**src/design/mean_squared_displacement_core_macros.svh**
```systemverilog
// ----------------------------------------------------------------------------
// Assertion macros for the mean squared displacement core
// Clocked, reset-qualified property shorthands used at the end of the top level.
// ----------------------------------------------------------------------------
`ifndef MEAN_SQUARED_DISPLACEMENT_CORE_MACROS_SVH
`define MEAN_SQUARED_DISPLACEMENT_CORE_MACROS_SVH

// Same-cycle implication.
`define MSD_ASSERT_NOW(lbl, ante, cons, msg) \
    lbl: assert property (@(posedge i_clk) disable iff (!i_rst_n) (ante) |-> (cons)) \
        else $error(msg);

// Next-cycle implication.
`define MSD_ASSERT_NEXT(lbl, ante, cons, msg) \
    lbl: assert property (@(posedge i_clk) disable iff (!i_rst_n) (ante) |=> (cons)) \
        else $error(msg);

`endif

```
**src/design/msd_ram.sv**
```systemverilog
`timescale 1ns / 1ps
// ----------------------------------------------------------------------------
// msd_ram
// Simple dual-port RAM: one write port, one read port with registered data.
// ----------------------------------------------------------------------------
module msd_ram #(
    parameter int WIDTH = 8,
    parameter int DEPTH = 16
) (
    input  logic                     i_clk,
    input  logic                     i_we,
    input  logic [$clog2(DEPTH)-1:0] i_waddr,
    input  logic [WIDTH-1:0]         i_wdata,
    input  logic [$clog2(DEPTH)-1:0] i_raddr,
    output logic [WIDTH-1:0]         o_rdata
);
    logic [WIDTH-1:0] r_mem [DEPTH];

    always_ff @(posedge i_clk) begin
        if (i_we) begin
            r_mem[i_waddr] <= i_wdata;
        end
        o_rdata <= r_mem[i_raddr];
    end
endmodule

```
**config.mk**
```make
export PLATFORM = sky130hd
export DESIGN_NAME = msd_ram
export DESIGN_NICKNAME = d
export VERILOG_FILES = /design/src/design/mean_squared_displacement_core_macros.svh /design/src/design/msd_ram.sv
export SDC_FILE = /design/constraint.sdc
export NUM_CORES = 1
export LEC_CHECK = 0
export ABC_AREA = 1
export BUFFER_PORTS_ARGS = -buffer_cell sky130_fd_sc_hd__buf_2
export CAP_MARGIN = 20
export CORE_ASPECT_RATIO = 0.7
export CORE_MARGIN = 2
export CORE_UTILIZATION = 60
export DETAILED_ROUTE_END_ITERATION = 10
export GPL_ROUTABILITY_DRIVEN = 0
export HOLD_SLACK_MARGIN = 0.06
export PLACE_DENSITY_LB_ADDON = 0.2
export SYNTH_ARGS = -nofsm -noshare
export SYNTH_HDL_FRONTEND = slang
export SYNTH_SLANG_ARGS = --single-unit
```
**constraint.sdc**
```tcl
create_clock -name i_clk -period 1.5 [get_ports i_clk]
set_input_delay 0.225 -clock i_clk [delete_from_list [all_inputs] [get_ports i_clk]]
set_output_delay 0.225 -clock i_clk [all_outputs]
set_load 0.01 [all_outputs]
```
# Word-level counts from Yosys, hierarchy flattened
# Memories as Yosys holds them, arrays and structs flattened. A register that Yosys moved wholly into a read port is not among the register bits.
# Cells that the tools add are included.
classes:
  n_mux: 2
op_table:
  columns: ["op", "n"]
  rows:
  - ["$mux W1", 2]
word_totals:
  ff_bits: 0
  mem_bits_rw: 128
  in_bits: 18
  wordCells: 3
  memories: 1
mem_list:
  columns: ["name", "words", "width", "rd", "rd_ports_with_merged_regs", "wr", "line", "rtl"]
  rows:
  - ["r_mem", 16, 8, 1, 1, 1, "msd_ram.sv:17", "logic [WIDTH-1:0] r_mem [DEPTH];"]

# Depth between registers and ports, before layout
# Gate-level depths: netlist (run 1).
depth:
  word_depth: 2
  ltp_mapped: 8
  depth_no_buf: 7

# Worst setup path after synthesis (run 1)
# Ideal clock, no wire load.
synth_path:
  path_type: "input to register"
  start: "input port i_waddr[2]"
  end: "memory r_mem[10][0] (enable)"
  setup_time_ns: 0.370
  arrival_time_ns: 0.806
  required_ns: 1.130
  path_slack_ns: 0.324
  stages: 2
  path_cell_list: "nand3b_1 -> nor2_1"
synth_lines:
  columns: ["item", "line", "rtl"]
  rows:
  - ["start: declaration", "msd_ram.sv:12", "input logic [$clog2(DEPTH)-1:0] i_waddr,"]
  - ["end: declaration", "msd_ram.sv:17", null]
# Straight into the memory's write port.

# Final worst setup path (run 1)
layout_path:
  start: "register o_rdata[5] (read register of r_mem)"
  end: "output port o_rdata[5]"
layout_lines:
  columns: ["item", "line", "rtl"]
  rows:
  - ["start: declaration", "msd_ram.sv:15", "output logic [WIDTH-1:0] o_rdata"]
# No word-level cell between the ends.

==> results_dict.tcl, run 1 <==
set metrics [dict create \
    antenna_found_initial 0 \
    initial_utilization_pct 62.6 \
    h-tree-depth 4 \
    fill_cells 647 \
    clock.fmax_mhz 851 \
    finalClockSkew_ns 0.00694 \
    layout_setup_ws_ns 0.325 \
    syn_inst 551 \
    nets 613 \
    path_clk_slew_ns 0.05 \
    wire_per_inst_um 17.9 \
    setup_viol 0 \
    hpwl_um 7780 \
    grt_pass1_vias 3726 \
    dr.pass1.iters 5 \
    crit_required_ns 1.27 \
    avgSynthCellArea_um2 10.5 \
    ir_drop_mv 1.24 \
    rsz0062_at_grt "no" \
    dieArea_um2 10400 \
    crit_path_max_fanout 1 \
    drive_gt1_share_pct 12.3 \
    ys_types 12 \
    crit_start "o_rdata[5]" \
    cts.sinks 136 \
    numCtsBuffers 17 \
    die_height_um 86.0 \
    holdBufCountCts 0 \
    drt_first_iter_violations 497 \
    path_buf_inv 1 \
    synth_warnings 0 \
    synth-seq-area-share_pct 69.4 \
    synth_nets 569 \
    crit_slowest_cell "dfxtp_1" \
    finalSetupTns_ns 0 \
    total_power_mw 9.01 \
    vias 3947 \
    track_usage_pct 27.5 \
    ios 26 \
    maxCapViolCount 0 \
    clock_latency_ns 0.41 \
    endpoint_kind "output pin" \
    worstPathCellList "buf_2" \
    grt_pass1_wl_um 20300 \
    worstSetupEndpoint "o_rdata[5]" \
    min_period_ns 1.17 \
    cp_top_family "flip-flops" \
    stdcell_count 732 \
    power-per-cell-area_nw_per_um2 1340 \
    root_buffer "clkbuf_16" \
    syn_area_um2 5770 \
    area_growth_pct 16.3 \
    synth-seq-cells 136 \
    cts_tree "built" \
    worstPathArrival_ns 0.95 \
    antenna_cells 0 \
    cp-start-kind "flop" \
    grt-ovfl-total 0 \
    postCtsSetupRepairBufs 0 \
    final-max-slew-violation-count 0 \
    relSlewSlack_pct 73.6 \
    r2r_slack_ns 0.40 \
    port_buffers 25 \
    min_path_type "in2reg" \
    drc_errors 0 \
    finalWirelength_um 13100 \
    ctsResizeCount 0 \
    critical_path_class "reg2out" \
    hp-start "i_raddr[3]" \
    std_cell_rows 29 \
    tightest_slew_ns 0.396 \
    ant_nets 0 \
    finalCritPeriodShare_pct 78.3 \
    r2r_end "o_rdata[7]" \
    power_leakage_nw 2.94 \
    fp.dieW_um 121 \
    coreArea_um2 9220 \
    hold_viol_final 0 \
    grt_max_degree 65 \
    avgViaCountPerCell 5.39 \
    cpPeakStageDelay_ns 0.38 \
    reg2reg_depth 6 \
    dp_cells 700 \
    outcome "finished clean" \
    pre_cts_ws_ns 0.213 \
    cp_num_cells 1 \
    cts_buffer_depth 2 \
    r2r_start "r_mem[13][7]" \
]
area by class of cell:
class                           instances  area (um2)  area share (%)
Clock buffer                           20         437            6.51
Inverter                              102         383            5.71
Sequential cell                       136        4000            59.7
Timing Repair Buffer                   49         355            5.30
Multi-Input combinational cell        289        1210            18.1
Tap cell                              124         155            2.31
Clock inverter                         12         156            2.33
cell usage after synthesis, drive strengths merged:
| library cell | count | area, um2 |
|---|---|---|
| nand2 | 173 | 649 |
| buf | 24 | 166 |
| nand3b | 2 | 15.0 |
| dfxtp | 8 | 160 |
| edfxtp | 128 | 3840 |
| nand3 | 97 | 485 |
| inv | 102 | 383 |
| nor2 | 17 | 63.8 |
cell usage in the layout (no fill, tap or decap):
cell type	Yosys	routed
buf_4	4	20
clkinvlp_4	0	1
bufinv_16	0	4
buf_2	13	25
nand2_1	173	173
clkbuf_1	0	3
clkbuf_16	0	17
clkinv_1	0	5
inv_1	100	100
nand3b_1	2	2
edfxtp_1	128	128
nor2_1	17	17
buf_12	0	4
nand3_1	97	97
inv_2	2	2
dfxtp_1	8	8
clkinv_2	0	2
where the power goes:
group	internal, mW	switching [mW]
Clock	2.74	1.44
Sequential	4.25	0.0312
Combinational	0.167	0.379
kinds of logic after synthesis:
| family | after synthesis | synth area share (%) |
|---|---|---|
| buf+inv | 126 | 9.52 |
| simple gates | 289 | 21.0 |
| flops | 136 | 69.4 |
stage by stage:
stage	hold WS [ns]	instance area, um2	utilization [%]
after global routing	0.183	6700	72.7
after detailed placement	0.608	6110	66.3
after floorplan	0.324	5770	-
final	0.181	6700	72.7
after global placement	0.593	6110	66.3
after CTS	0.173	6700	72.7
flip-flops by register name (all words and copies together) (netlist names):
signal / flops
o_rdata: 8
r_mem: 128
how the worst min path moves through the flow:
stage / endpoint / slack (ns) / cells past startpoint
after floorplan: r_mem[0][0] / 0.32 / 0
after global placement: o_rdata[5] / 0.59 / 3
after detailed placement: o_rdata[5] / 0.61 / 3
after CTS: o_rdata[5] / 0.17 / 3
after global routing: o_rdata[6] / 0.18 / 3
final: o_rdata[6] / 0.18 / 3
metal layers:
layer  track usage, %  routed length, um  up-vias
met5                0                  0        -
met4             8.46                161        0
met3             6.98               1200       15
met2             40.1               5890      191
met1             41.1               5830     1879
li1                 -                  -     1862
No activity file was read; power rests on OpenSTA's default activity.
==> run 2: changes to the inputs <==
==> constraint.sdc (replaced) <==
create_clock -name i_clk -period 1.2 [get_ports i_clk]
set_input_delay 0.18 -clock i_clk [delete_from_list [all_inputs] [get_ports i_clk]]
set_output_delay 0.18 -clock i_clk [all_outputs]
set_load 0.01 [all_outputs]
==> results_dict.tcl, run 2 (same netlist as run 1, synthesis figures left out) <==
set metrics [dict create \
    grt_pass1_vias 3715 \
    r2r_slack_ns 0.18 \
    finalCritPeriodShare_pct 94.0 \
    stdcell_count 738 \
    rsz0062_at_grt "no" \
    cp-start-kind "flop" \
    fp.dieW_um 121 \
    final_area_um2 6700 \
    hold_viol_final 0 \
    regMostFlops "r_mem" \
    crit_path_max_fanout 1 \
    drc_errors 0 \
    dp_cells 706 \
    critical_path_class "reg2out" \
    grt_pass1_wl_um 20600 \
    wire_per_inst_um 17.8 \
    cts.sinks 136 \
    die_height_um 86.0 \
    finalWirelength_um 13100 \
    hpwl_um 8060 \
    worstSetupEndpoint "o_rdata[5]" \
    endpoint_kind "output pin" \
    port_buffers 25 \
    h-tree-depth 4 \
    ant_nets 0 \
    antenna_cells 0 \
    cp_top_family "flip-flops" \
    area_growth_pct 16.3 \
    maxCapViolCount 0 \
    ir_drop_mv 1.48 \
    tightest_slew_ns 0.395 \
    cpPeakStageDelay_ns 0.37 \
    root_buffer "clkbuf_16" \
    initial_utilization_pct 62.6 \
    hold-worst-slack_ns 0.147 \
    ios 26 \
    cts_buffer_depth 2 \
    nets 619 \
    clock_latency_ns 0.42 \
    r2r_end "o_rdata[7]" \
    power_leakage_nw 2.95 \
    worstPathArrival_ns 0.95 \
    reg_top3 "r_mem (128), o_rdata (8)" \
    grt-ovfl-total 0 \
    reg2reg_depth 6 \
    worstPathCellList "buf_2" \
    coreArea_um2 9220 \
    final_common_cell "nand2_1" \
    antenna_found_initial 0 \
    cts_tree "built" \
    r2r_start "r_mem[13][7]" \
    relSlewSlack_pct 73.7 \
    outcome "finished clean" \
    ctsResizeCount 0 \
    dr.pass1.iters 5 \
    fill_cells 642 \
    dieArea_um2 10400 \
    holdBufCountCts 0 \
    final-max-slew-violation-count 0 \
    avgViaCountPerCell 5.38 \
    drive_gt1_share_pct 13.0 \
    path_buf_inv 1 \
    drt_first_iter_violations 732 \
    final_core_util_pct 72.7 \
    min_period_ns 1.13 \
    grt_max_degree 64 \
    largest_reg_flops 128 \
    postCtsSetupRepairBufs 0 \
    vias 3969 \
    path_clk_slew_ns 0.05 \
    hold_depth 3 \
    crit_slowest_cell "dfxtp_1" \
    crit_required_ns 1.02 \
    dpl_cell_area_um2 6180 \
    numCtsBuffers 17 \
    clock.fmax_mhz 887 \
    total_power_mw 10.7 \
    setup_viol 0 \
    layout_common_cells "nand2_1 (173), edfxtp_1 (128), inv_1 (100)" \
    std_cell_rows 29 \
    finalClockSkew_ns 0.00560 \
    crit_start "o_rdata[5]" \
    cp_num_cells 1 \
    track_usage_pct 27.8 \
    min_path_type "in2reg" \
    power-per-cell-area_nw_per_um2 1600 \
]
## run 2: cell types whose count changed in the layout (fill, tap and decap cells not counted)
| cell | delta |
|---|---|
| buf_12 | +2 |
| clkinvlp_4 | -1 |
| clkinv_1 | -5 |
| clkbuf_8 | +1 |
| bufinv_16 | -3 |
| buf_4 | +4 |
| clkinv_2 | +2 |
| clkbuf_1 | +6 |
## run 2: final cells by class
| class | instances | area, um2 | area share [%] |
|---|---|---|---|
| sequential | 136 | 4000 | 59.7 |
| clock inverter | 5 | 50.0 | 0.747 |
| tap | 124 | 155 | 2.31 |
| timing repair buffer | 55 | 425 | 6.35 |
| inverter | 102 | 383 | 5.71 |
| multi-input combinational | 289 | 1210 | 18.1 |
| clock buffer | 27 | 473 | 7.05 |
## run 2: worst min-delay path by stage
stage,start,end
detailed placement,i_raddr[3],o_rdata[3]
global placement,i_raddr[3],o_rdata[0]
finish,i_raddr[3],o_rdata[3]
global route,i_raddr[3],o_rdata[6]
CTS,i_raddr[3],o_rdata[3]
floorplan,i_wdata[0],r_mem[0][0]
## run 2: power breakdown
group / switching (mW) / internal [mW]
sequential: 0.0386 / 5.31
combinational: 0.482 / 0.231
clock: 1.76 / 2.89
## run 2: per-layer routing
| metal | GRT usage (%) | vias up | routed length [um] |
|---|---|---|---|
| met5 | 0 | - | 0 |
| met4 | 9.09 | 0 | 163 |
| met1 | 42.2 | 1863 | 5760 |
| li1 | - | 1873 | - |
| met3 | 8.58 | 14 | 1520 |
| met2 | 38.8 | 219 | 5690 |
## run 2: through the flow
stage,setup slack (ns),setup TNS (ns)
floorplan,0.0692,0
global placement,-0.0330,-0.108
detailed placement,-0.0693,-0.422
CTS,0.0643,0
global route,0.0482,0
finish,0.0723,0
==> run 3: changes to the inputs <==
--- a/config.mk
+++ b/config.mk
@@ -5,12 +5,13 @@
 export SDC_FILE = /design/constraint.sdc
 export NUM_CORES = 1
 export LEC_CHECK = 0
-export ABC_AREA = 1
+export ABC_AREA = 0
 export BUFFER_PORTS_ARGS = -buffer_cell sky130_fd_sc_hd__buf_2
 export CAP_MARGIN = 20
 export CORE_ASPECT_RATIO = 0.7
 export CORE_MARGIN = 2
 export CORE_UTILIZATION = 60
+export CTS_CLUSTER_SIZE = 12
 export DETAILED_ROUTE_END_ITERATION = 10
 export GPL_ROUTABILITY_DRIVEN = 0
 export HOLD_SLACK_MARGIN = 0.06
==> results_dict.tcl, run 3 <==
set metrics [dict create \
    outcome "finished, violations left" \
    violations "negative setup slack" \
    fp.dieW_um 115 \
    antenna_cells 0 \
    root_buffer "clkbuf_16" \
    h-tree-depth 4 \
    r2r_start "r_mem[3][1]" \
    path_clk_slew_ns 0.05 \
    setup_viol 8 \
    synth_warnings 0 \
    muxShareOfSynthArea_pct 15.0 \
    cp_num_cells 3 \
    critical_path_class "reg2reg" \
    syn_inst 229 \
    crit_path_max_fanout 1 \
    cpPeakStageDelay_ns 0.48 \
    hpwl_um 6640 \
    grt_pass1_vias 2604 \
    cts_tree "built" \
    r2r_slack_ns -0.08 \
    cts_buffer_depth 2 \
    synthFlopType "edfxtp_1" \
    drt_first_iter_violations 443 \
    finalWirelength_um 10200 \
    clock_latency_ns 0.41 \
    nets 318 \
    yosys.area_share.adder_pct 0 \
    endpoint_kind "flop" \
    dr.pass1.iters 4 \
    finalClockSkew_ns 0.00620 \
    synth_top_family_by_area "multiplexers" \
    rsz0062_at_grt "yes" \
    finalSetupTns_ns -0.427 \
    hold_viol_final 0 \
    synth-simple-area-share_pct 3.18 \
    synth_compound_area_share_pct 2.33 \
    synth_top_area_cell "edfxtp_1" \
    min_path_type "in2reg" \
    initial_utilization_pct 61.2 \
    drive_gt1_share_pct 41.9 \
    postCtsSetupRepairBufs 0 \
    dpl_cell_area_um2 5690 \
    synth-edff-count 128 \
    layout_common_cells "edfxtp_1 (128), mux4_2 (32), buf_4 (30)" \
    synth_top_area_share_pct 74.7 \
    numCtsBuffers 17 \
    synth_most_common_cell "edfxtp_1" \
    coreArea_um2 8410 \
    worstPathArrival_ns 1.56 \
    synth_xor_area_share_pct 0 \
    synth-seq-cells 136 \
    vias 2490 \
    min_period_ns 1.28 \
    reg2reg_depth 3 \
    hold_depth 1 \
    async_reset_ff_share_pct 0 \
    stdcell_count 415 \
    yosys-top-cells-count "edfxtp_1 (128), mux4_2 (18), a22oi_1 (16), mux4_1 (14), nor2_1 (13)" \
    final_area_um2 6200 \
    std_cell_rows 28 \
    cp_top_family "multiplexers" \
    path_buf_inv 0 \
    clock.fmax_mhz 784 \
    r2r_end "o_rdata[1]" \
    avgViaCountPerCell 6.00 \
    antenna_found_initial 0 \
    grt_max_degree 17 \
    wire_per_inst_um 24.7 \
    maxCapViolCount 0 \
    ir_drop_mv 1.19 \
    synth-seq-area-share_pct 77.8 \
    relSlewSlack_pct 41.1 \
    avgSynthCellArea_um2 22.5 \
    power-per-cell-area_nw_per_um2 1650 \
    track_usage_pct 25.0 \
    grt-ovfl-total 0 \
    syn_area_um2 5150 \
    layout_setup_ws_ns -0.0761 \
    area_growth_pct 20.4 \
    port_buffers 25 \
    regMostFlops "r_mem" \
    final_common_cell "edfxtp_1" \
    reg_top3 "r_mem (128), o_rdata (8)" \
    worstPathCellList "mux4_2 -> a22oi_1 -> nand2_1" \
    min_to "r_mem[15][5]" \
    crit_slowest_cell "mux4_2" \
    ant_nets 0 \
    fill_cells 496 \
    cp-start-kind "flop" \
    hp-start "i_wdata[5]" \
    dp_cells 386 \
    finalCritPeriodShare_pct 106 \
    final-max-slew-violation-count 0 \
    ios 26 \
    power_leakage_nw 2.09 \
    synth_nets 247 \
    final_core_util_pct 73.7 \
    drc_errors 0 \
    cts.sinks 136 \
    ys_types 19 \
    synth_area_leaders "edfxtp_1 (75%), mux4_2 (7.9%), mux4_1 (7.1%)" \
    largest_reg_flops 128 \
    tightest_slew_ns 0.881 \
    dieArea_um2 9350 \
    crit_required_ns 1.49 \
    total_power_mw 10.2 \
    grt_pass1_wl_um 15600 \
    die_height_um 81.5 \
    holdBufCountCts 0 \
]
==> run 3: cell types whose count changed after synthesis, moves of 2 or more <==
cell             change
nand3_1             -96
nand2_1            -164
nand2b_1             +2
mux4_2              +18
mux4_1              +14
nor2_1               -4
nor3_1               +4
buf_6                -3
a22oi_1             +16
clkdlybuf4s25_2      +3
buf_2               -10
inv_1              -100
buf_4                -3
inv_2                -2
==> run 3: cells by family after synthesis <==
| kind of cell | Yosys count |
|---|---|
| AO/OA/AOI/OAI | 16 |
| buffers and inverters | 10 |
| flip-flops | 136 |
| multiplexers | 32 |
| AND/OR/NAND/NOR | 35 |
==> run 3: worst max path at each step <==
stage                             end   startpoint  slack, ns
after global routing       o_rdata[7]  r_mem[2][7]      -0.11
after CTS                  o_rdata[7]  r_mem[2][7]      -0.09
after global placement     o_rdata[0]   i_raddr[0]      -0.39
after detailed placement   o_rdata[0]   i_raddr[0]      -0.41
final                      o_rdata[1]  r_mem[3][1]      -0.08
after floorplan           r_mem[0][0]   i_waddr[2]      -0.11
==> run 3: layer usage <==
layer  share of wire [%]  GRT usage, %
met3                  10          7.45
met2                  47          38.2
met4                 1.1          8.92
met5                   0             0
met1                  41          35.2
==> run 3: final cells by class <==
type                            instances  area [um2]  share of cell area (%)
Multi-Input combinational cell         83        1100                    17.7
Clock buffer                           22         444                    7.17
Timing Repair Buffer                   62         490                    7.91
Clock inverter                          7        32.5                   0.525
Sequential cell                       136        4000                    64.6
Tap cell                              105         131                    2.12
==> run 3: power breakdown <==
part	leakage (nW)	internal, mW	total [mW]	switching, mW
Clock	0.230	2.56	4.25	1.69
Combinational	0.640	0.270	0.592	0.322
Sequential	1.22	5.32	5.36	0.0386
==> run 3: metrics by stage <==
step	hold WS, ns	setup slack [ns]
finish	0.155	-0.0761
global placement	0.575	-0.390
detailed placement	0.582	-0.414
CTS	0.150	-0.0865
global route	0.171	-0.111
floorplan	0.279	-0.113
==> run 3: repair_timing <==
item,in CTS,in global routing
hold endpoints to repair,0,0
pin swaps,4,3
endpoints found under the setup margin,8,8
gates resized for setup,7,2
